--- config.mk ---
export PLATFORM = sky130hd
export DESIGN_NAME = vsf_regs
export DESIGN_NICKNAME = d
export VERILOG_FILES = /design/src/design/vsf_pkg.sv /design/src/design/vsf_regs.sv
export SDC_FILE = /design/constraint.sdc
export NUM_CORES = 1
export LEC_CHECK = 0
export BUFFER_PORTS_ARGS = -buffer_cell sky130_fd_sc_hd__clkbuf_2
export CAP_MARGIN = 20
export CORE_ASPECT_RATIO = 1.1
export CORE_MARGIN = 2
export CORE_UTILIZATION = 65
export DETAILED_ROUTE_END_ITERATION = 6
export PLACE_DENSITY = 0.88
export SLEW_MARGIN = 30
export SYNTH_ARGS = -nofsm -noshare
export SYNTH_HDL_FRONTEND = slang
export SYNTH_SLANG_ARGS = --single-unit
--- constraint.sdc ---
create_clock -name clk -period 16.6 [get_ports clk]
set_input_delay 3.32 -clock clk [delete_from_list [all_inputs] [get_ports clk]]
set_output_delay 3.32 -clock clk [all_outputs]
set_load 0.01 [all_outputs]
--- src/design/vsf_pkg.sv ---
// Shared types, constants and register codes for the VGA scan line fetch block.
// No dependencies; every other file imports this package.
package vsf_pkg;

  localparam int CFG_W     = 11;   // width of every timing register
  localparam int POS_W     = 13;   // column and row counters
  localparam int FETCH_W   = 20;   // frame-buffer address on the result channel
  localparam int STRIDE_W  = 12;   // h_visible plus border
  localparam int BUF_W     = 23;   // stride times visible rows
  localparam int PADDR_W   = 5;
  localparam int PDATA_W   = 32;

  localparam int LINE_REPEAT_DEF   = 2;
  localparam int BORDER_PIXELS_DEF = 4;
  localparam int ADDR_BITS_DEF     = 20;

  localparam logic [CFG_W-1:0] H_BACK_RST    = 11'd44;
  localparam logic [CFG_W-1:0] H_VISIBLE_RST = 11'd400;
  localparam logic [CFG_W-1:0] H_FRONT_RST   = 11'd20;
  localparam logic [CFG_W-1:0] H_SYNC_RST    = 11'd64;
  localparam logic [CFG_W-1:0] V_BACK_RST    = 11'd11;
  localparam logic [CFG_W-1:0] V_VISIBLE_RST = 11'd300;
  localparam logic [CFG_W-1:0] V_FRONT_RST   = 11'd1;
  localparam logic [CFG_W-1:0] V_SYNC_RST    = 11'd2;

  typedef enum logic [2:0] {
    REG_H_BACK    = 3'd0,
    REG_H_VISIBLE = 3'd1,
    REG_H_FRONT   = 3'd2,
    REG_H_SYNC    = 3'd3,
    REG_V_BACK    = 3'd4,
    REG_V_VISIBLE = 3'd5,
    REG_V_FRONT   = 3'd6,
    REG_V_SYNC    = 3'd7
  } reg_idx_t;

  typedef struct packed {
    logic [CFG_W-1:0] h_back;
    logic [CFG_W-1:0] h_visible;
    logic [CFG_W-1:0] h_front;
    logic [CFG_W-1:0] h_sync;
    logic [CFG_W-1:0] v_back;
    logic [CFG_W-1:0] v_visible;
    logic [CFG_W-1:0] v_front;
    logic [CFG_W-1:0] v_sync;
    logic [BUF_W-1:0] buf_end;
  } cfg_t;

  typedef struct packed {
    logic               hsync_level;
    logic               vsync_level;
    logic               pixel_active;
    logic [FETCH_W-1:0] fetch_address;
    logic               line_end;
    logic               frame_start;
  } res_t;

endpackage

--- src/design/vsf_regs.sv ---
// APB register file for the line and frame timing, plus the frame-buffer size.
// Depends on vsf_pkg.
module vsf_regs import vsf_pkg::*; #(
  parameter int BORDER_PIXELS = BORDER_PIXELS_DEF
) (
  input  logic               clk,
  input  logic               rst,
  input  logic               psel,
  input  logic               penable,
  input  logic               pwrite,
  input  logic [PADDR_W-1:0] paddr,
  input  logic [PDATA_W-1:0] pwdata,
  output logic [PDATA_W-1:0] prdata,
  output logic               pready,
  output cfg_t               cfg
);

  localparam logic [STRIDE_W-1:0] BORDER = STRIDE_W'(BORDER_PIXELS);
  localparam logic [BUF_W-1:0] BUF_END_RST =
    BUF_W'((int'(H_VISIBLE_RST) + BORDER_PIXELS) * int'(V_VISIBLE_RST));

  reg_idx_t         idx;
  logic             wr;
  logic [CFG_W-1:0] wval;
  logic [CFG_W-1:0] rval;

  assign idx    = reg_idx_t'(paddr[4:2]);
  assign wr     = psel && penable && pwrite;
  assign wval   = pwdata[CFG_W-1:0];
  assign pready = 1'b1;
  assign prdata = PDATA_W'(rval);

  always_comb begin
    unique case (idx)
      REG_H_BACK:    rval = cfg.h_back;
      REG_H_VISIBLE: rval = cfg.h_visible;
      REG_H_FRONT:   rval = cfg.h_front;
      REG_H_SYNC:    rval = cfg.h_sync;
      REG_V_BACK:    rval = cfg.v_back;
      REG_V_VISIBLE: rval = cfg.v_visible;
      REG_V_FRONT:   rval = cfg.v_front;
      REG_V_SYNC:    rval = cfg.v_sync;
      default:       rval = '0;
    endcase
  end

  always_ff @(posedge clk) begin
    if (rst) begin
      cfg.h_back    <= H_BACK_RST;
      cfg.h_visible <= H_VISIBLE_RST;
      cfg.h_front   <= H_FRONT_RST;
      cfg.h_sync    <= H_SYNC_RST;
      cfg.v_back    <= V_BACK_RST;
      cfg.v_visible <= V_VISIBLE_RST;
      cfg.v_front   <= V_FRONT_RST;
      cfg.v_sync    <= V_SYNC_RST;
      cfg.buf_end   <= BUF_END_RST;
    end else if (wr) begin
      unique case (idx)
        REG_H_BACK: cfg.h_back <= wval;
        REG_H_VISIBLE: begin
          cfg.h_visible <= wval;
          // buffer size follows the new stride
          cfg.buf_end <= BUF_W'({1'b0, wval} + BORDER) * BUF_W'(cfg.v_visible);
        end
        REG_H_FRONT: cfg.h_front <= wval;
        REG_H_SYNC:  cfg.h_sync <= wval;
        REG_V_BACK:  cfg.v_back <= wval;
        REG_V_VISIBLE: begin
          cfg.v_visible <= wval;
          cfg.buf_end <= BUF_W'({1'b0, cfg.h_visible} + BORDER) * BUF_W'(wval);
        end
        REG_V_FRONT: cfg.v_front <= wval;
        REG_V_SYNC:  cfg.v_sync <= wval;
        default: ;
      endcase
    end
  end

endmodule

After elaboration in Yosys (flattened, before gate mapping)
Cells that the tools add are included.

Flip-flop bits (word level): 111. Input port bits: 42. Word-level logic and storage cells: 35.

Add/sub/neg operators: 2. Multiply operators: 2. Equality and inequality tests: 7. Multiplexer cells: 2. Reductions and logical operators: 13.

Operators with widths (number): $pmux 11 s8 (1); $mul 12x11->23 (2); $pmux 23 s2 (1); $add 11x3->12 const B (2); $reduce_and 2->1 (9); $eq 3x3->1 const B (4); $eq 3x2->1 const B (2); $eq 3x1->1 const B (1); $logic_not 3->1 (1); $logic_and 1x1->1 (2); $reduce_bool 2->1 (1).

Depth between registers and ports, before layout
Depth in word-level cells: 3. Depth in mapped cells: 23. Gate-level depth less buffers: 22.

Least setup slack after synthesis
OpenSTA, ideal clock, no wires.

Path type: input to register. Start point: in pwdata[4]. End point: reg cfg[22] (netlist bit). Arrival time: 8443 ps. Data required time: 16521 ps. Path slack: 8078 ps. Cell stages on the path: 22. Buffers on the path: 2. Cell sequence: clkbuf_1 nand3_1 nor2_1 nand3_1 xor2_1 clkbuf_1 nand2b_1 fa_1 inv_1 fa_1 fa_1 fa_1 inv_1 fa_1 inv_1 ha_1 a21oi_1 o21ai_0 a21oi_2 a31oi_1 or3_1 a211oi_2.

Longest elaborated chain between the ends: 3. Elaborated cells on any way between the ends: 4. Classes of those cells: add/sub: 1; mul: 2; mux: 1.

RTL lines: start: declaration (line vsf_regs.sv:12) `input logic [PDATA_W-1:0] pwdata,`; $add 11x3->12 (line vsf_regs.sv:64) `cfg.buf_end <= BUF_W'({1'b0, wval} + BORDER) * BUF_W'(cfg.v_visible);`; $mul 12x11->23 (line vsf_regs.sv:64); $pmux 23 s2 * (line vsf_regs.sv:59) `unique case (idx)`; end: declaration (line vsf_regs.sv:15) `output cfg_t cfg`.

Every way passes the cells marked *; elsewhere a longest branch is shown, timed or not. A chain may end at the register's enable or synchronous reset.

Worst setup path in the final report
Start point: in pwdata[3]. End point: reg cfg[22] (netlist bit).

The elaborated chain is that of the path after synthesis.

==> tab_implementation.tex <==
\begin{tabular}{lr}
\hline
Metric & Value \\
\hline
\multicolumn{2}{l}{\textbf{Floorplan}} \\
\quad Floorplan die area & 0.0230 mm\^{}2 \\
\quad Horizontal die dimension & around 140 um \\
\quad Boundary pin count & approximately 190 \\
\quad Initial Utilization & 0.664 \\
\quad Die span in y & 159 um \\
\quad Core Box Area & roughly 0.021 mm\^{}2 \\
\quad Row Count & 56 \\
\multicolumn{2}{l}{\textbf{Clocking}} \\
\quad Root cell of the clock tree & sky130\_fd\_sc\_hd\_\_clkbuf\_16 \\
\quad TritonCTS clock tree & yes \\
\quad Clock H-tree levels & 3 \\
\quad Max clock buf depth & 2 \\
\quad Number of buffers inserted by hold repair at cts & 0 \\
\quad Postcts setup bufs & 0 \\
\quad CTS Buf Count & 9 \\
\quad Clock sinks & 111 \\
\quad Clk pin slew, worst setup/hold paths & 0.09 ns \\
\quad Clock latency of the later-clocked register in the worst-skew pair & 0.36 ns \\
\quad CTS-repair resized insts & 0 \\
\multicolumn{2}{l}{\textbf{Yosys}} \\
\quad Yosys reg bits & roughly 110 \\
\quad Post-synthesis instance total & 1717 \\
\quad Yosys cell types & 59 \\
\quad EDFF count, synth & 0 \\
\quad Mean cell area of the mapped netlist & 8.26 um\^{}2 \\
\quad Synth Warn \# & 0 \\
\quad Async S/R FF share, synth & 0 \\
\quad Synth Cell Area & 0.0142 mm\^{}2 \\
\quad Part of the Yosys area used for sequential elements & 0.157 \\
\quad Prevailing post-synth register cell & sky130\_fd\_sc\_hd\_\_dfxtp\_1 \\
\multicolumn{2}{l}{\textbf{STA}} \\
\quad Clock period minus final worst setup slack & 9.95 ns \\
\quad Clk\_skew & 0.00983 ns \\
\quad Setup repair after global routing missed its margin & no \\
\quad Tightest slew margin relative to the limit & 0.288 \\
\quad Final Hold Violating Endpoints & 0 \\
\quad Period utilization & 0.599 \\
\quad Worst Max-Slew Pin Slew & 1.06 ns \\
\quad Crit path setup slack, layout & 6.65 ns \\
\quad Max-slew violation count & 0 \\
\quad Number of setup violations in the final report & 0 \\
\quad FMAX & 0.101 GHz \\
\quad Summed negative setup slack over all endpoints & 0 ns \\
\multicolumn{2}{l}{\textbf{Worst setup path}} \\
\quad Cells traversed along the worst timing path & clkbuf\_2 > ha\_1 > nand3\_1 > nor2\_1 > nand3\_1 > xor2\_1 > nand2b\_1 > fa\_1 > inv\_1 > fa\_1 > fa\_1 > fa\_1 > inv\_1 > fa\_1 > inv\_1 > ha\_1 > a21oi\_1 > o21ai\_0 > a21oi\_2 > a31oi\_1 > or3\_1 > a211oi\_2 \\
\quad Maximum net fanout on the critical path & 23 \\
\quad Start-to-end type of the worst setup path & input pin to register \\
\quad Critical Path Slowest Stage Cell & sky130\_fd\_sc\_hd\_\_xor2\_1 \\
\quad Cell mode on critical path & sky130\_fd\_sc\_hd\_\_fa\_1 \\
\quad R2R Setup Slk & 9.50 ns \\
\quad Crit path capture type & register \\
\quad Destination of the worst register-to-register timing path & cfg[18] \\
\quad Critical path data arrival time & a little over 10 ns \\
\quad CP max stage delay & 0.83 ns \\
\quad Worst reg2reg startpoint & cfg[91] \\
\quad Crit path required time & 16.89 ns \\
\quad Worst R2R Path Depth & 22 \\
\quad Crit start category & input pin \\
\multicolumn{2}{l}{\textbf{Layout}} \\
\quad Layout Nets & 2106 \\
\quad Largest registers ranked by flip-flop count & cfg x111 \\
\quad Most common cell after layout, fill and taps aside & sky130\_fd\_sc\_hd\_\_nand2\_1 \\
\quad P\&R area growth vs syn & 6.72\% \\
\quad Biggest register & cfg \\
\quad Non-filler instance count after layout & 2057 \\
\quad Flip-flop count of the largest register, all copies and words added & 111 \\
\quad Number of inserted diodes & 0 \\
\quad Share of cells above drive strength 1 & 0.111 \\
\quad Commonest non-fill, non-tap cells in the layout & sky130\_fd\_sc\_hd\_\_nand2\_1, sky130\_fd\_sc\_hd\_\_inv\_1, sky130\_fd\_sc\_hd\_\_fa\_1 \\
\quad Post-route standard cell area excluding fillers & $\sim$0.015 mm\^{}2 \\
\quad Fill cell total of the finished layout & 1564 \\
\multicolumn{2}{l}{\textbf{Route}} \\
\quad DRC violations left & 0 \\
\quad Starting DRT DRC Count & 1302 \\
\quad Detailed-route via count & 12300 \\
\quad Routed vias/inst & 5.99 \\
\quad Avg WL per Cell & 19.3 um \\
\quad Number of routed nets with antenna violations & 0 \\
\quad Number of iterations in the first detailed-routing pass & 6 \\
\quad Wirelength, routed & 39700 um \\
\multicolumn{2}{l}{\textbf{Min path}} \\
\quad Start point of the worst hold path & cfg[62] \\
\quad WHS Path Cells & 2 \\
\quad Destination of the worst hold path & cfg[62] \\
\quad Class of the tightest hold or removal check & register to register \\
\multicolumn{2}{l}{\textbf{Flow run}} \\
\quad Number of violations of the max-capacitance limit & 0 \\
\multicolumn{2}{l}{\textbf{Pwr}} \\
\quad Clock network fraction of total power & 0.200 \\
\quad Max rail drop VDD & around 0.000065 V \\
\quad Switching power of the nets & 0.541 mW \\
\quad Static leakage & 7.27 nW \\
\quad Part of the power in registers & 0.233 \\
\quad Internal Dissipation & 0.636 mW \\
\quad Relative contribution of combinational cells to total power & 0.567 \\
\quad Switching fraction of total power & 0.460 \\
\quad Total chip power & 1.18 mW \\
\quad Power density over the cells & 77.8 mW/mm\^{}2 \\
\multicolumn{2}{l}{\textbf{Global route}} \\
\quad First-pass GRT wire length & 64100 um \\
\quad Residual overflow from global routing & 0 \\
\quad Vias in the first global route & 12800 \\
\quad Antenna violations before repair & 0 \\
\quad Pin count of the biggest net entering global routing & 109 \\
\quad Total GRT Usage & 0.354 \\
\multicolumn{2}{l}{\textbf{Placement}} \\
\quad Weighted congestion at the end of routability-driven global placement & 0.917 \\
\quad DP Area & 0.0148 mm\^{}2 \\
\quad Instance count after placement with tap cells included & 2041 \\
\quad Buffers on Ports & between 100 and 150 \\
\quad Sum of net half-perimeters after detailed placement & 29500 um \\
\quad DP Worst Slack & 6.52 ns \\
\multicolumn{2}{l}{\textbf{Status}} \\
\quad Outcome & complete, no violations \\
\hline
\end{tabular}
[cell families (layout without fill, tap and decap cells)]
logic type      after synthesis  count (layout)  share of synthesized area
simple gates                651             651                      0.224
buf+inv                     339             369                     0.0968
fa+ha+maj                   302             302                      0.361
compound gates              243             243                      0.106
flops                       111             111                      0.157
xor+xnor                     50              50                     0.0309
mux                          19              19                     0.0244
other cells                   2              22                   0.000530
[critical path, delay by kind of cell]
kind                     cells  cell delay, ns
AND/OR/NAND/NOR              5            1.22
AO/OA/AOI/OAI                5            1.05
buffers and inverters        4            0.68
adder cells (fa/ha/maj)      7            3.09
XOR/XNOR                     1            0.83
[Yosys cell counts (all sizes together), types with 4 or more instances]
cell type | count | share of area
nand2 | 303 | 0.080
inv | 205 | 0.054
fa | 178 | 0.25
and2 | 149 | 0.066
a21oi | 127 | 0.045
ha | 124 | 0.11
dfxtp | 111 | 0.16
clkbuf | 101 | 0.027
nor2 | 51 | 0.013
nor2b | 44 | 0.019
o21ai | 34 | 0.012
buf | 33 | 0.016
nand2b | 29 | 0.013
xnor2 | 29 | 0.018
nand3 | 23 | 0.0081
xor2 | 21 | 0.013
nand3b | 18 | 0.0095
mux4 | 12 | 0.019
nor3 | 12 | 0.0046
a211oi | 9 | 0.0055
and3 | 8 | 0.0035
a31oi | 7 | 0.0031
a21o | 6 | 0.0032
o221ai | 6 | 0.0037
a211o | 5 | 0.0031
a221oi | 5 | 0.0031
o21a | 5 | 0.0026
o21bai | 5 | 0.0026
a2111oi | 4 | 0.0038
a22o | 4 | 0.0025
mux2 | 4 | 0.0032
o2111ai | 4 | 0.0029
o211ai | 4 | 0.0021
o32ai | 4 | 0.0025
or3 | 4 | 0.0018
[worst max-delay path by stage]
| stage | startpoint | to | slack, ns | cells after the start |
|---|---|---|---|---|
| final | pwdata[3] | cfg[22] | 6.65 | 22 |
| after global routing | pwdata[3] | cfg[22] | 6.30 | 22 |
| after CTS | pwdata[3] | cfg[22] | 6.84 | 22 |
| after detailed placement | pwdata[3] | cfg[22] | 6.52 | 22 |
| after global placement | pwdata[3] | cfg[22] | 6.71 | 22 |
| after floorplan | pwdata[4] | cfg[22] | 8.08 | 22 |
[stage by stage]
step	hold slack, ns	util
final	0.470	0.708
after global routing	0.482	0.708
after CTS	0.466	0.707
after detailed placement	0.454	0.692
after global placement	0.447	0.692
after floorplan	0.476	-
[area by class of cell]
| class | instances | area, um^2 | area share |
|---|---|---|---|
| clock buffer | 9 | 225 | 0.0149 |
| clock inverter | 7 | 91.3 | 0.00604 |
| inverter | 205 | 769 | 0.0508 |
| multi-input combinational | 1287 | 10700 | 0.707 |
| sequential | 111 | 2220 | 0.147 |
| tap | 290 | 363 | 0.0240 |
| timing repair buffer | 148 | 767 | 0.0507 |
[metal layers]
layer	wire length, um	part of all wire	vias to the layer above	track usage
met2	19200	0.48	723	0.585
met5	0	0	-	0
met4	2010	0.051	0	0.180
met3	3870	0.097	164	0.0694
li1	-	-	5498	-
met1	14700	0.37	5927	0.439
[power by group through the flow]
stage	registers [mW]	clock network, mW	logic [mW]
3_5_place_dp	0.280	0	0.647
4_1_cts	0.274	0.232	0.654
5_1_grt	0.274	0.243	0.744
6_report	0.274	0.236	0.668
2_1_floorplan	0.280	0	0.505
3_3_place_gp	0.280	0	0.622
No activity file was read; power rests on OpenSTA's default activity.
