<file path="config.mk">
export PLATFORM = sky130hd
export DESIGN_NAME = vsf_scan
export DESIGN_NICKNAME = d
export VERILOG_FILES = /design/src/design/vsf_pkg.sv /design/src/design/vsf_scan.sv
export SDC_FILE = /design/constraint.sdc
export NUM_CORES = 1
export LEC_CHECK = 0
export BUFFER_PORTS_ARGS = -buffer_cell sky130_fd_sc_hd__buf_2
export CAP_MARGIN = 10
export CORE_ASPECT_RATIO = 1.1
export CORE_MARGIN = 3
export CORE_UTILIZATION = 52
export DETAILED_ROUTE_END_ITERATION = 7
export PLACE_DENSITY = 0.81
export SETUP_SLACK_MARGIN = 0.5
export SLEW_MARGIN = 20
export SYNTH_ARGS = -nofsm -noshare
export SYNTH_HDL_FRONTEND = slang
export SYNTH_SLANG_ARGS = --single-unit
</file>
<file path="constraint.sdc">
create_clock -name clk -period 11 [get_ports clk]
set_clock_uncertainty 0.05 [all_clocks]
set_input_delay 1.1 -clock clk [delete_from_list [all_inputs] [get_ports clk]]
set_output_delay 1.1 -clock clk [all_outputs]
set_load 0.03 [all_outputs]
</file>
<file path="src/design/vsf_pkg.sv">
// Shared types, constants and register codes for the VGA scan line fetch block.
// No dependencies; every other file imports this package.
package vsf_pkg;

  localparam int CFG_W     = 11;   // width of every timing register
  localparam int POS_W     = 13;   // column and row counters
  localparam int FETCH_W   = 20;   // frame-buffer address on the result channel
  localparam int STRIDE_W  = 12;   // h_visible plus border
  localparam int BUF_W     = 23;   // stride times visible rows
  localparam int PADDR_W   = 5;
  localparam int PDATA_W   = 32;

  localparam int LINE_REPEAT_DEF   = 2;
  localparam int BORDER_PIXELS_DEF = 4;
  localparam int ADDR_BITS_DEF     = 20;

  localparam logic [CFG_W-1:0] H_BACK_RST    = 11'd44;
  localparam logic [CFG_W-1:0] H_VISIBLE_RST = 11'd400;
  localparam logic [CFG_W-1:0] H_FRONT_RST   = 11'd20;
  localparam logic [CFG_W-1:0] H_SYNC_RST    = 11'd64;
  localparam logic [CFG_W-1:0] V_BACK_RST    = 11'd11;
  localparam logic [CFG_W-1:0] V_VISIBLE_RST = 11'd300;
  localparam logic [CFG_W-1:0] V_FRONT_RST   = 11'd1;
  localparam logic [CFG_W-1:0] V_SYNC_RST    = 11'd2;

  typedef enum logic [2:0] {
    REG_H_BACK    = 3'd0,
    REG_H_VISIBLE = 3'd1,
    REG_H_FRONT   = 3'd2,
    REG_H_SYNC    = 3'd3,
    REG_V_BACK    = 3'd4,
    REG_V_VISIBLE = 3'd5,
    REG_V_FRONT   = 3'd6,
    REG_V_SYNC    = 3'd7
  } reg_idx_t;

  typedef struct packed {
    logic [CFG_W-1:0] h_back;
    logic [CFG_W-1:0] h_visible;
    logic [CFG_W-1:0] h_front;
    logic [CFG_W-1:0] h_sync;
    logic [CFG_W-1:0] v_back;
    logic [CFG_W-1:0] v_visible;
    logic [CFG_W-1:0] v_front;
    logic [CFG_W-1:0] v_sync;
    logic [BUF_W-1:0] buf_end;
  } cfg_t;

  typedef struct packed {
    logic               hsync_level;
    logic               vsync_level;
    logic               pixel_active;
    logic [FETCH_W-1:0] fetch_address;
    logic               line_end;
    logic               frame_start;
  } res_t;

endpackage

</file>
<file path="src/design/vsf_scan.sv">
// Position counters, sync decode and frame-buffer address for one pixel clock.
// Depends on vsf_pkg; configuration comes from vsf_regs.
module vsf_scan import vsf_pkg::*; #(
  parameter int LINE_REPEAT   = LINE_REPEAT_DEF,
  parameter int BORDER_PIXELS = BORDER_PIXELS_DEF,
  parameter int ADDR_BITS     = ADDR_BITS_DEF
) (
  input  logic clk,
  input  logic rst,
  input  cfg_t cfg,
  input  logic step,
  input  logic tick,
  output res_t res
);

  localparam int REP_W = (LINE_REPEAT > 1) ? $clog2(LINE_REPEAT) : 1;
  localparam int LB_W  = ADDR_BITS + 1;
  localparam int AD_W  = ADDR_BITS + 2;
  localparam int CMP_W = (AD_W > BUF_W) ? AD_W : BUF_W;
  localparam logic [LB_W-1:0] LB_LIMIT = {1'b1, {ADDR_BITS{1'b0}}};
  localparam logic [REP_W:0]  REP_LAST = (REP_W + 1)'(LINE_REPEAT);

  logic [POS_W-1:0] column_count, column_count_next;
  logic [POS_W-1:0] row_count, row_count_next;
  logic [REP_W-1:0] repeat_count, repeat_count_next;
  logic [LB_W-1:0]  line_base, line_base_next;
  logic             in_blanking, in_blanking_next;

  logic [POS_W-1:0]    line_total, frame_total;
  logic [CFG_W:0]      h_vis_end, v_vis_end;
  logic [STRIDE_W-1:0] stride;
  logic                h_vis, shown, last_pix, first_pix, rep_last;
  logic [POS_W-1:0]    offset;
  logic [AD_W-1:0]     addr;
  logic                active;
  logic [POS_W:0]      col_inc, row_inc;
  logic [POS_W-1:0]    col_n, row_n;
  logic                row_go, blank_n;
  logic [LB_W-1:0]     lb_sum;

  assign line_total  = POS_W'(cfg.h_back) + POS_W'(cfg.h_visible)
                     + POS_W'(cfg.h_front) + POS_W'(cfg.h_sync);
  assign frame_total = POS_W'(cfg.v_back) + POS_W'(cfg.v_visible)
                     + POS_W'(cfg.v_front) + POS_W'(cfg.v_sync);
  assign h_vis_end   = {1'b0, cfg.h_back} + {1'b0, cfg.h_visible};
  assign v_vis_end   = {1'b0, cfg.v_back} + {1'b0, cfg.v_visible};
  assign stride      = {1'b0, cfg.h_visible} + STRIDE_W'(BORDER_PIXELS);

  // decode of the current position
  assign h_vis = (cfg.h_visible != '0) && (column_count >= POS_W'(cfg.h_back))
              && (column_count < POS_W'(h_vis_end));
  assign shown    = h_vis && !in_blanking;
  assign last_pix = shown && (column_count == POS_W'(h_vis_end) - POS_W'(1));
  assign first_pix = shown && (column_count == POS_W'(cfg.h_back))
                  && (row_count == POS_W'(cfg.v_back)) && (repeat_count == '0);
  assign rep_last = ({1'b0, repeat_count} + (REP_W + 1)'(1)) >= REP_LAST;

  assign offset = column_count - POS_W'(cfg.h_back);
  assign addr   = AD_W'(line_base) + AD_W'(offset[CFG_W-1:0]);
  assign active = shown && (CMP_W'(addr) < CMP_W'(cfg.buf_end))
               && (addr[AD_W-1:ADDR_BITS] == '0);

  always_comb begin
    res.hsync_level   = !((cfg.h_sync != '0) &&
                          (({1'b0, column_count} + (POS_W + 1)'(cfg.h_sync))
                           >= (POS_W + 1)'(line_total)));
    res.vsync_level   = !((cfg.v_sync != '0) &&
                          (({1'b0, row_count} + (POS_W + 1)'(cfg.v_sync))
                           >= (POS_W + 1)'(frame_total)));
    res.pixel_active  = active;
    res.fetch_address = active ? FETCH_W'(addr) : '0;
    res.line_end      = last_pix;
    res.frame_start   = first_pix;
  end

  // advance of the position
  assign col_inc = {1'b0, column_count} + (POS_W + 1)'(1);
  assign col_n   = (col_inc >= (POS_W + 1)'(line_total)) ? '0 : col_inc[POS_W-1:0];
  assign row_inc = {1'b0, row_count} + (POS_W + 1)'(1);
  assign row_n   = (row_inc >= (POS_W + 1)'(frame_total)) ? '0 : row_inc[POS_W-1:0];
  assign row_go  = (col_n == POS_W'(cfg.h_back)) && rep_last;
  assign blank_n = !((cfg.v_visible != '0) && (row_n >= POS_W'(cfg.v_back))
                     && (row_n < POS_W'(v_vis_end)));
  assign lb_sum  = line_base + LB_W'(stride);

  always_comb begin
    column_count_next = column_count;
    row_count_next    = row_count;
    repeat_count_next = repeat_count;
    line_base_next    = line_base;
    in_blanking_next  = in_blanking;
    if (step && tick) begin
      if (last_pix && rep_last) begin
        line_base_next = (lb_sum > LB_LIMIT) ? LB_LIMIT : lb_sum;
      end
      column_count_next = col_n;
      if (col_n == POS_W'(cfg.h_back)) begin
        if (rep_last) begin
          repeat_count_next = '0;
          row_count_next    = row_n;
          in_blanking_next  = blank_n;
        end else begin
          repeat_count_next = repeat_count + REP_W'(1);
        end
      end
      if (row_go ? blank_n : in_blanking) begin
        line_base_next = '0;
      end
    end
  end

  always_ff @(posedge clk) begin
    if (rst) begin
      column_count <= '0;
      row_count    <= '0;
      repeat_count <= '0;
      line_base    <= '0;
      in_blanking  <= 1'b1;
    end else begin
      column_count <= column_count_next;
      row_count    <= row_count_next;
      repeat_count <= repeat_count_next;
      line_base    <= line_base_next;
      in_blanking  <= in_blanking_next;
    end
  end

  a_repeat_range: assert property (@(posedge clk) disable iff (rst)
    {1'b0, repeat_count} < REP_LAST)
    else $error("repeat count out of range");

  a_blank_base: assert property (@(posedge clk) disable iff (rst)
    in_blanking |-> (line_base == '0))
    else $error("line base not cleared in vertical blanking");

  a_base_limit: assert property (@(posedge clk) disable iff (rst)
    line_base <= LB_LIMIT)
    else $error("line base past address limit");

  a_column_hold: assert property (@(posedge clk) disable iff (rst)
    (!rst && !(step && tick)) |=> $stable(column_count) && $stable(row_count))
    else $error("position moved without a tick");

endmodule
</file>
Word-level counts from Yosys, hierarchy flattened
Cells that the tools add are included.
- multiplexer cells: 8
- reductions and logical operators: 29
- shift operators: 0
- $mul: 0
- bitwise logic cells: 1
- $add $sub $neg: 19
- divide/modulo/power cells: 0
- equality and inequality tests: 4
- order comparisons: 11
- operators with widths (cell ; count):
    $mux W21 ; 3
    $ge A14 B13 Y1 ; 4
    $add A11 B11 Y12 ; 4
    $reduce_bool A11 Y1 ; 4
    $eq A13 B11 Y1 ; 3
    $add A13 B1 Y14 const B ; 2
    $add A13 B11 Y14 ; 2
    $add A12 B11 Y13 ; 2
    $add A13 B11 Y13 ; 2
    $ge A13 B11 Y1 ; 2
    $lt A13 B12 Y1 ; 2
    $mux W13 ; 2
    $lt A22 B23 Y1 ; 1
    $add A21 B11 Y22 ; 1
    $add A21 B12 Y21 ; 1
    $gt A21 B21 Y1 const B ; 1
    $mux W20 ; 1
    $logic_and A1 B1 Y1 ; 16
    $eq A13 B13 Y1 ; 1
    $sub A12 B1 Y13 const B ; 1
    $add A11 B3 Y12 const B ; 1
    $sub A11 B11 Y11 ; 1
    $logic_not A1 Y1 ; 4
    $reduce_and A2 Y1 ; 2
    8 further kinds ; 9
- logic and storage cells: 77
- bits of input ports: 115
- output and inout bits: 25
- memories: 0
- bits in latches: 0
- register bits after elaboration: 49
- memory bits (read-only): 0
- bits in writable memories: 0

Depth between registers and ports, before layout
Gate-level depths: netlist of the first run.
- word-level depth: 12
- gate-level depth with buffers: 39
- gate-level depth less buffers: 36

Worst setup path before layout of the first run
No wires, ideal clock.
- kind: input to register
- from: in cfg[25] (netlist name)
- to: reg line_base[14]
- data required time: 10.854 ns
- library setup time: 0.096 ns
- path buffers: 2
- arrival time: 8.212 ns
- setup slack: 2.642 ns
- stages on the path: 36
- cells stage by stage: inv_1 > fa_1 > fa_1 > inv_1 > ha_1 > a21o_1 > a21oi_1 > o21ai_0 > a21oi_1 > o21ai_0 > a21oi_1 > nor2b_1 > o21a_1 > o21ai_0 > nand2b_1 > a21oi_1 > ha_1 > and4_1 > a41oi_1 > o21ai_0 > o21bai_1 > clkbuf_1 > nor2b_1 > ha_1 > a21oi_1 > nor2b_1 > o21ai_0 > and4b_1 > a2bb2oi_1 > a211o_1 > a21o_1 > or4_1 > and2_4 > or4b_1 > buf_2 > o41ai_2
- word-level cells in the longest chain between the ends: 10
- elaborated cells on any way between the ends: 12
- classes of those cells: 1 x add/sub; 3 x order compare; 3 x mux; 5 x reduce/logical
- RTL lines (what ; line ; text):
    start, declared ; vsf_scan.sv:10 ; input cfg_t cfg,
    $add A13 B11 Y13 (*) ; vsf_scan.sv:44 ; + POS_W'(cfg.v_front) + POS_W'(cfg.v_sync);
    $ge A14 B13 Y1 (*) ; vsf_scan.sv:80 ; assign row_n = (row_inc >= (POS_W + 1)'(frame_total)) ? '0 : row_inc[POS_W-1:0];
    $mux W13 (*) ; vsf_scan.sv:80 ;
    via row_n[2] ; vsf_scan.sv:37 ; logic [POS_W-1:0] col_n, row_n;
    $ge A13 B11 Y1 ; vsf_scan.sv:82 ; assign blank_n = !((cfg.v_visible != '0) && (row_n >= POS_W'(cfg.v_back))
    $logic_and A1 B1 Y1 ; vsf_scan.sv:82 ;
    $logic_and A1 B1 Y1 (*) ; vsf_scan.sv:83 ; && (row_n < POS_W'(v_vis_end)));
    $logic_not A1 Y1 (*) ; vsf_scan.sv:82 ;
    $mux W1 (*) ; vsf_scan.sv:106 ; if (row_go ? blank_n : in_blanking) begin
    $reduce_bool A2 Y1 (no source line) ; n/a ;
    $reduce_and A2 Y1 (no source line) ; n/a ;
    end signal, assigned ; vsf_scan.sv:123 ; line_base <= line_base_next;
    end, declared ; vsf_scan.sv:26 ; logic [LB_W-1:0] line_base, line_base_next;
The timed path passes the listed nets; every way through them passes the cells marked *.
A chain may end at the register's enable or synchronous reset.

Final worst setup path of the first run
Same ends and word-level chain as after synthesis.

==> impl_metrics.csv, run 1 <==
group,metric,value,unit
timing,slew_headroom,37.4,%
placement,place_inst,1865,
critical_path,worstSetupPathType,"input pin to flip-flop",
min_path,hold_class,"flip-flop to flip-flop",
synth,post-synth-top-count-cell,"ha_1",
run_status,status,"completed",
synth,ys_warn_count,0,
synth,async_flop_share,0,%
floorplanning,design.core.area,22200,um^2
clocking,cts_setup_buffers,0,
pwr,ir_drop,0.0615,mV
synth,synth-compound-area-share,22.7,%
synth,synth_top_area_cell,"ha_1",
cells_and_area,drive_above_1_share,11.7,%
cells_and_area,final_area,12800,um^2
synth,synth-seq-cells,49,
clocking,cts-root-buf,"clkbuf_16",
timing,setup_viol,0,
synth,synth_top_family_by_area,"adder cells",
clocking,cts_tree,"done",
cells_and_area,areaGrowthSynthToFinish,8.77,%
synth,synth_xor_area_share,10.1,%
critical_path,cp.required,11.16,ns
route,wl_per_cell,17.0,um
route,wl_met2,15500,um
placement,hpwlAfterDp,27000,um
timing,tightest_slew,0.939,ns
grt,grt_usage,25.5,%
clocking,h-tree-depth,2,
placement,port_buffers,139,
clocking,cts_resized,0,
floorplanning,num_rows,57,
timing,hold_viol_final,0,
route,ant_nets,0,
grt,globalRouteOverflowTotal,0,
clocking,cts_made_buffers,5,
timing,fin_ws,1.70,ns
synth,avgSynthCellArea,8.02,um^2
synth,synth_edf_count,0,
route,highest_layer,"met4",
synth,synth_flop_cell,"dfxtp_1",
synth,synthCells,1472,
clocking,path_clk_slew,0.07,ns
timing,fin_tns_setup,0,ns
critical_path,crit_family,"compound AO/OA/AOI/OAI gates",
route,wl_met1,13600,um
synth,synthAdderAreaFrac,32.0,%
timing,drv_slew,0,
critical_path,cp.depth,35,
floorplanning,die_w,150,um
synth,synth.top_cell.area_share,23.3,%
grt,first_global_vias,10881,
synth,synth_area_leaders,"ha_1, fa_1, dfxtp_1",
clocking,clock_latency,0.30,ns
floorplanning,initial_core_util,53.2,%
timing,finalCriticalPeriod,9.30,ns
synth,yosys.area_share.simple,18.7,%
critical_path,r2r_cells,24,
route,first_pass_iters,6,
grt,antenna_found_initial,0,
critical_path,cp_max_fo,11,
pwr,totalPowerFinal,1.03,mW
min_path,holdPathStages,2,
synth,synthMuxAreaShare,1.20,%
critical_path,arrival,9.46,ns
route,drt_wl_total,31800,um
route,met3_wirelength,1630,um
clocking,hold_buffers,0,
critical_path,worstSetupStartpointType,"input pin",
timing,fmax,107,MHz
clocking,clockBufferDepth,2,
pwr,leakagePower,6.41,nW
floorplanning,io_pins,140,
route,dr.first_iter.drc_count,672,
timing,finalCritPeriodShare,84.6,%
critical_path,worst_path_largest_cell_delay,0.66,ns
cells_and_area,nets,1963,
pwr,power_density,80.6,nW/um^2
critical_path,crit_path_top_delay_cell,"or4b_1",
placement,dp_slack,1.46,ns
floorplanning,fp.dieArea,24600,um^2
floorplanning,die_y,164,um
synth,synthesis.area,11800,um^2
grt,grt_pass1_wl,51900,um
route,vias,11183,
synth,synth_nets,1858,
synth,synthDistinctLibCells,92,
cells_and_area,diodes,0,
synth,ys_seq_area_share,8.31,%
placement,gp_congestion,0.960,
cells_and_area,layout.cells.non_filler,1872,
route,routed_via_density,5.97,
timing,grt_setup_unrepaired,"no",
critical_path,cp.buffers_inverters,3,
synth,synthTopCellsByCount,"ha_1, inv_1, a21oi_1, nor2_1, xnor2_1",
critical_path,worstSetupEndpointType,"flip-flop",
job,cap_violations,0,
grt,grt_max_degree,42,
route,drc,0,
clocking,cts.sinks,49,
placement,dpl_cell_area,12700,um^2
==> routing by layer <==
| layer | vias to the layer above | global-route usage, % |
|---|---|---|
| met4 | 0 | 8.61 |
| li1 | 5494 | - |
| met1 | 5272 | 32.1 |
| met3 | 70 | 2.51 |
| met5 | - | 0 |
| met2 | 347 | 45.6 |
==> per-stage QoR <==
step	hold slack (ns)	util, %
final	0.481	57.9
after global routing	0.495	57.9
after CTS	0.478	57.9
after detailed placement	0.470	57.2
after global placement	0.457	57.2
after floorplan	0.410	-
==> cells by family after synthesis <==
group / after synthesis
AO/OA/AOI/OAI: 396
XOR/XNOR: 133
adder cells (fa/ha/maj): 271
buffers and inverters: 211
flip-flops: 49
multiplexers: 14
AND/OR/NAND/NOR: 398
==> report_power, final <==
part	internal, mW	total (mW)	leakage, nW	switching [mW]
Combinational	0.301	0.696	5.95	0.395
Clock	0.0894	0.160	0.0690	0.0705
Sequential	0.178	0.179	0.395	0.00141
Total	0.568	1.03	6.41	0.467
==> flip-flops by register name (all words and copies together), names as in the netlist <==
signal and cells:
line_base 21, repeat_count 1, in_blanking 1, column_count 13
row_count 13
==> worst reg2reg max path: stages (launching register included) <==
cell,delay [ns]
dfxtp_1,0.53
ha_1,0.25
nand3_1,0.14
nor2_1,0.29
nand4_1,0.15
xor2_1,0.29
inv_1,0.08
ha_1,0.30
and4_1,0.20
a41oi_1,0.16
o21ai_0,0.37
o21bai_1,0.44
nor2b_1,0.19
ha_1,0.35
a21oi_1,0.13
nor2b_1,0.06
o21ai_0,0.21
and4b_1,0.23
a2bb2oi_1,0.08
a211o_1,0.28
a21o_1,0.17
or4_1,0.61
and2_4,0.26
or4b_1,0.66
o41ai_2,0.24
==> layout make-up <==
type                    count  area, um^2
multi-input cells        1212       10000
well taps                 295         369
repair buffers            140         703
clock buffers               6         139
fillers                  2038        9340
clock inverters             1        7.51
flip-flops and latches     49         981
inverters                 169         634
==> cell usage in the layout, fill, tap and decap left out, types with 11 or more instances in the layout <==
cell type  instances
a211oi_1          21
a21o_1            47
a21oi_1          121
and2_1            23
and3_1            11
buf_2            139
dfxtp_1           49
fa_1              51
ha_1             220
inv_1            167
mux2i_1           13
nand2_1           53
nand2b_1          22
nand3_1           38
nand4_1           18
nor2_1            89
nor2b_1           32
nor3_1            32
nor4_1            17
o21a_1            12
o21ai_0           68
o21bai_1          29
xnor2_1           88
xor2_1            43
==> final timing paths <==
check                                   start             to  slack [ns]
worst min register to register  line_base[20]  line_base[20]        0.48
worst max-delay path                  cfg[25]  line_base[14]        1.70
worst max register to register   row_count[0]  line_base[14]        4.18
worst min-delay path            line_base[20]  line_base[20]        0.48
(Power assumes the default switching activity.)
==> run 2: changes to the inputs <==
==> constraint.sdc (replaced) <==
create_clock -name clk -period 8.8 [get_ports clk]
set_clock_uncertainty 0.05 [all_clocks]
set_input_delay 0.88 -clock clk [delete_from_list [all_inputs] [get_ports clk]]
set_output_delay 0.88 -clock clk [all_outputs]
set_load 0.03 [all_outputs]
==> run 2 against run 1 <==
Effect of this change: core utilization increased by 0.85 points; largest power group unchanged; register-to-register slack got worse by 1.4 ns; clock-buffer cell count is 1 lower; sequential cell count unchanged; via count rose by 1.1%; die area stayed put.
==> impl_metrics.csv, run 2 (synthesis results as in run 1) <==
group,metric,value,unit
run_status,status,"completed",
critical_path,cp.required,8.96,ns
critical_path,crit_path_start,"cfg[24]",
cells_and_area,fillers,1951,
critical_path,reg2reg_to,"line_base[14]",
pwr,power_density,105,nW/um^2
critical_path,r2r_cells,23,
clocking,path_clk_slew,0.07,ns
timing,fin_tns_setup,0,ns
placement,dpl_cell_area,12700,um^2
job,cap_violations,0,
clocking,clock_latency,0.30,ns
route,drt_wl_total,32800,um
cells_and_area,areaGrowthSynthToFinish,10.4,%
grt,grt_pass1_wl,52800,um
cells_and_area,final_area,13000,um^2
timing,tightest_slew,0.855,ns
timing,hold_viol_final,0,
placement,hpwlAfterDp,27500,um
critical_path,worstSetupEndpointType,"flip-flop",
critical_path,r2r_slack,2.81,ns
critical_path,worstSetupPathType,"input pin to flip-flop",
critical_path,crit_end,"line_base[14]",
clocking,cts-root-buf,"clkbuf_16",
route,wl_per_cell,17.4,um
grt,grt_max_degree,42,
pwr,ir_drop,0.0888,mV
clocking,clockBufferDepth,2,
timing,slew_headroom,43.0,%
route,dr.first_iter.drc_count,763,
cells_and_area,reg.largest.list,"line_base (21), column_count (13), row_count (13)",
timing,setup_viol,0,
cells_and_area,final_cell_mix,"ha_1, inv_1, buf_2",
critical_path,worstSetupStartpointType,"input pin",
clocking,h-tree-depth,2,
route,first_pass_iters,5,
timing,drv_slew,0,
route,routed_via_density,6.01,
route,ant_nets,0,
clocking,cts.sinks,49,
timing,fmax,125,MHz
grt,grt_usage,26.2,%
timing,grt_setup_unrepaired,"no",
pwr,leakagePower,6.49,nW
floorplanning,initial_core_util,53.2,%
clocking,cts_made_buffers,5,
placement,gp_congestion,0.957,
timing,finalCritPeriodShare,90.6,%
cells_and_area,largest_register,"line_base",
critical_path,r2r-start,"row_count[0]",
floorplanning,die_y,164,um
floorplanning,num_rows,57,
cells_and_area,drive_above_1_share,13.9,%
critical_path,crit_path_top_delay_cell,"fa_1",
min_path,hold_class,"flip-flop to flip-flop",
cells_and_area,post-route-util,58.8,%
timing,finalCriticalPeriod,7.97,ns
floorplanning,fp.dieArea,24600,um^2
cells_and_area,layout_commonest_cell,"ha_1",
grt,globalRouteOverflowTotal,0,
grt,first_global_vias,10937,
cells_and_area,largest_register_ffs,21,
floorplanning,die_w,150,um
cells_and_area,nets,1973,
floorplanning,io_pins,140,
floorplanning,design.core.area,22200,um^2
clocking,cts_tree,"done",
cells_and_area,diodes,0,
pwr,totalPowerFinal,1.37,mW
grt,antenna_found_initial,0,
placement,port_buffers,139,
critical_path,worst_path_largest_cell_delay,0.54,ns
critical_path,cp_max_fo,8,
route,vias,11310,
route,drc,0,
critical_path,arrival,8.13,ns
==> run 2: changes by cell type in the layout (fill, tap and decap cells not counted), moves of 3 or more <==
cell     change
a21oi_2      +7
o21ai_0      -8
buf_4       +10
nor2b_2      +7
nor2b_1      -8
a21oi_1      -7
o21ai_1      +5
o21ai_2      +3
==> run 2: metal layers <==
layer / share of wire (%) / track usage [%] / vias up / wire [um]
met5: 0 / 0 / - / 0
met4: 4.5 / 10.8 / 0 / 1470
met3: 5.2 / 1.99 / 113 / 1720
met2: 48 / 46.3 / 439 / 15800
met1: 42 / 32.9 / 5257 / 13800
li1: - / - / 5501 / -
==> run 2: worst min-delay path by stage <==
stage	cells past startpoint	slack [ns]	from	endpoint
detailed placement	1	0.46	line_base[9]	line_base[9]
finish	1	0.47	line_base[9]	line_base[9]
global placement	1	0.46	line_base[9]	line_base[9]
floorplan	1	0.41	line_base[2]	line_base[2]
global route	1	0.49	line_base[9]	line_base[9]
CTS	1	0.47	line_base[9]	line_base[9]
==> run 2: cell type report <==
class	instances	area, um^2	share of cell area [%]
Clock buffer	5	125	0.960
Clock inverter	3	43.8	0.336
Tap cell	295	369	2.83
Multi-Input combinational cell	1212	10100	77.5
Timing Repair Buffer	150	778	5.97
Inverter	169	634	4.87
Sequential cell	49	981	7.53
==> run 2: worst max-delay path: cells and delay by family <==
kind | cells | cell delay (ns)
adders and majority gates | 5 | 1.70
buffers and inverters | 4 | 0.46
AOI/OAI and AO/OA | 16 | 3.05
and+or+nand+nor | 8 | 2.02
==> run 2: repair_timing <==
action,CTS,global route
gates resized for setup,11,24
setup buffers,0,5
hold endpoints to repair,0,0
pin swaps,1,10
endpoints found under the setup margin,20,21
hold buffers,0,0
==> run 2: metrics by stage <==
step	setup WS [ns]	hold slack, ns	instances
finish	0.830	0.472	1883
global route	0.452	0.486	1883
CTS	0.522	0.470	1878
detailed placement	-0.183	0.462	1870
global placement	0.226	0.458	1870
floorplan	0.662	0.410	1472
==> run 2: report_power, final <==
group / leakage (nW) / switching [mW] / internal, mW / total, mW
Sequential: 0.395 / 0.00194 / 0.222 / 0.224
Combinational: 6.01 / 0.519 / 0.397 / 0.916
Clock: 0.0842 / 0.0909 / 0.135 / 0.226
Total: 6.49 / 0.611 / 0.754 / 1.37
==> run 3: changes to the inputs <==
--- a/config.mk
+++ b/config.mk
@@ -9,9 +9,9 @@
 export CAP_MARGIN = 10
 export CORE_ASPECT_RATIO = 1.1
 export CORE_MARGIN = 3
-export CORE_UTILIZATION = 52
+export CORE_UTILIZATION = 50
 export DETAILED_ROUTE_END_ITERATION = 7
-export PLACE_DENSITY = 0.81
+export PLACE_DENSITY = 0.79
 export SETUP_SLACK_MARGIN = 0.5
 export SLEW_MARGIN = 20
 export SYNTH_ARGS = -nofsm -noshare
==> run 3 against run 2 <==
Effect of this change: via count shrank 0.76%; sequential power is essentially flat; critical endpoint is now line_base[18]; final cell count grew 0.27%; clock power shrank 7%; worst setup slack lost 0.074 ns; critical path type unchanged; highest routed layer unchanged; combinational power shrank 3.2%; cell area shrank 0.31%; sequential cell count is the same; non-clock buffer count is the same; power shrank 3.1%; sequential share of layout area is essentially flat.
==> impl_metrics.csv, run 3 (synthesis results as in run 1) <==
group,metric,value,unit
run_status,status,"completed",
clocking,clock_latency,0.29,ns
floorplanning,die_y,167,um
cells_and_area,largest_register_ffs,21,
grt,globalRouteOverflowTotal,0,
timing,setup_viol,0,
pwr,power_density,102,nW/um^2
cells_and_area,areaGrowthSynthToFinish,10.0,%
critical_path,arrival,8.20,ns
floorplanning,initial_core_util,51.2,%
timing,fin_tns_setup,0,ns
cells_and_area,post-route-util,56.3,%
clocking,cts.sinks,49,
pwr,ir_drop,0.0700,mV
route,routed_via_density,5.94,
critical_path,worst_path_largest_cell_delay,0.54,ns
cells_and_area,reg.largest.list,"line_base (21), column_count (13), row_count (13)",
route,wl_per_cell,17.3,um
floorplanning,design.core.area,23100,um^2
critical_path,crit_path_top_delay_cell,"or4b_4",
floorplanning,fp.dieArea,25500,um^2
critical_path,cp_max_fo,7,
route,dr.first_iter.drc_count,714,
floorplanning,die_w,153,um
min_path,worstHoldStart,"line_base[9]",
critical_path,crit_family,"compound AO/OA/AOI/OAI gates",
grt,grt_pass1_wl,54000,um
timing,hold_viol_final,0,
timing,finalCriticalPeriod,8.04,ns
timing,grt_setup_unrepaired,"no",
clocking,cts_made_buffers,5,
placement,place_inst,1877,
critical_path,worstSetupEndpointType,"flip-flop",
clocking,h-tree-depth,2,
grt,first_global_vias,11161,
grt,antenna_found_initial,0,
timing,tightest_slew,0.869,ns
timing,slew_headroom,42.1,%
route,vias,11224,
route,drt_wl_total,32700,um
cells_and_area,layout_commonest_cell,"ha_1",
grt,grt_max_degree,42,
cells_and_area,layout.cells.non_filler,1888,
cells_and_area,final_cell_mix,"ha_1, inv_1, buf_2",
route,ant_nets,0,
clocking,cts_tree,"done",
timing,whs,0.477,ns
route,first_pass_iters,5,
critical_path,worstSetupStartpointType,"input pin",
timing,drv_slew,0,
floorplanning,num_rows,58,
critical_path,r2r-start,"row_count[1]",
route,drc,0,
clocking,path_clk_slew,0.07,ns
critical_path,cp.required,8.96,ns
critical_path,worstSetupPathType,"input pin to flip-flop",
cells_and_area,nets,1973,
placement,gp_congestion,0.964,
timing,fmax,124,MHz
timing,finalCritPeriodShare,91.4,%
critical_path,cp.buffers_inverters,4,
critical_path,crit_path_start,"cfg[24]",
cells_and_area,largest_register,"line_base",
cells_and_area,drive_above_1_share,13.4,%
clocking,cts-root-buf,"clkbuf_16",
job,cap_violations,0,
clocking,clockBufferDepth,2,
placement,port_buffers,139,
placement,hpwlAfterDp,27500,um
grt,grt_usage,25.0,%
pwr,totalPowerFinal,1.32,mW
pwr,leakagePower,6.49,nW
min_path,hold_class,"flip-flop to flip-flop",
floorplanning,io_pins,140,
cells_and_area,diodes,0,
## run 3: cell count changes in the layout (fill, tap and decap cells not counted)
cell / before / now
a21oi_1: 114 / 117
a21oi_2: 8 / 5
o21ai_0: 60 / 63
clkbuf_8: 0 / 2
o21ai_2: 3 / 1
a211oi_1: 20 / 21
a211oi_2: 1 / 0
bufinv_16: 1 / 0
clkinv_2: 1 / 0
nor2b_1: 24 / 25
nor2b_4: 1 / 0
o21ai_1: 5 / 4
o21bai_2: 0 / 1
o21bai_4: 2 / 1
## run 3: power by group
group          leakage (nW)  internal (mW)  switching (mW)
Combinational          6.01          0.388           0.499
Sequential            0.395          0.222         0.00175
Clock                0.0805          0.122          0.0890
Total                  6.49          0.732           0.590
## run 3: layout make-up
| type | instances | area (um^2) |
|---|---|---|
| Tap cell | 300 | 375 |
| Clock buffer | 7 | 153 |
| Timing Repair Buffer | 150 | 778 |
| Fill cell | 2136 | 10100 |
| Sequential cell | 49 | 981 |
| Multi-Input combinational cell | 1212 | 10100 |
| Clock inverter | 1 | 8.76 |
| Inverter | 169 | 634 |
## run 3: worst register-to-register path, delay by kind of cell (launching register included)
| kind | cells | cell delay (ns) |
|---|---|---|
| AND/OR/NAND/NOR | 9 | 2.18 |
| AO/OA/AOI/OAI | 10 | 2.01 |
| adder cells (fa/ha/maj) | 3 | 0.76 |
| flip-flops | 1 | 0.51 |
| XOR/XNOR | 1 | 0.28 |
| buffers and inverters | 1 | 0.09 |
## run 3: through the flow
| step | instance area [um^2] | worst slack (ns) |
|---|---|---|
| 2_1_floorplan | 11800 | 0.662 |
| 3_3_place_gp | 12700 | 0.210 |
| 3_5_place_dp | 12700 | -0.112 |
| 4_1_cts | 12900 | 0.545 |
| 5_1_grt | 13000 | 0.394 |
| 6_report | 13000 | 0.756 |
## run 3: final timing paths
check / to / slack, ns / cells past startpoint
worst min-delay path: line_base[9] / 0.48 / 1
worst max-delay path: line_base[18] / 0.76 / 37
worst min register to register: line_base[9] / 0.48 / 1
worst max register to register: line_base[18] / 2.83 / 24
## run 3: routing by layer
metal	wire length [um]	vias up	track usage, %
met4	1000	0	7.32
met3	1750	82	2.87
li1	-	5513	-
met2	16000	332	45.5
met1	13900	5297	31.1
met5	0	-	0
## run 3: what timing repair did
action / in CTS / in global routing
gates resized for setup: 5 / 18
pin swaps: 1 / 8
buffers inserted: 2 / 1
hold buffers: 0 / 0
setup endpoints to repair: 18 / 21
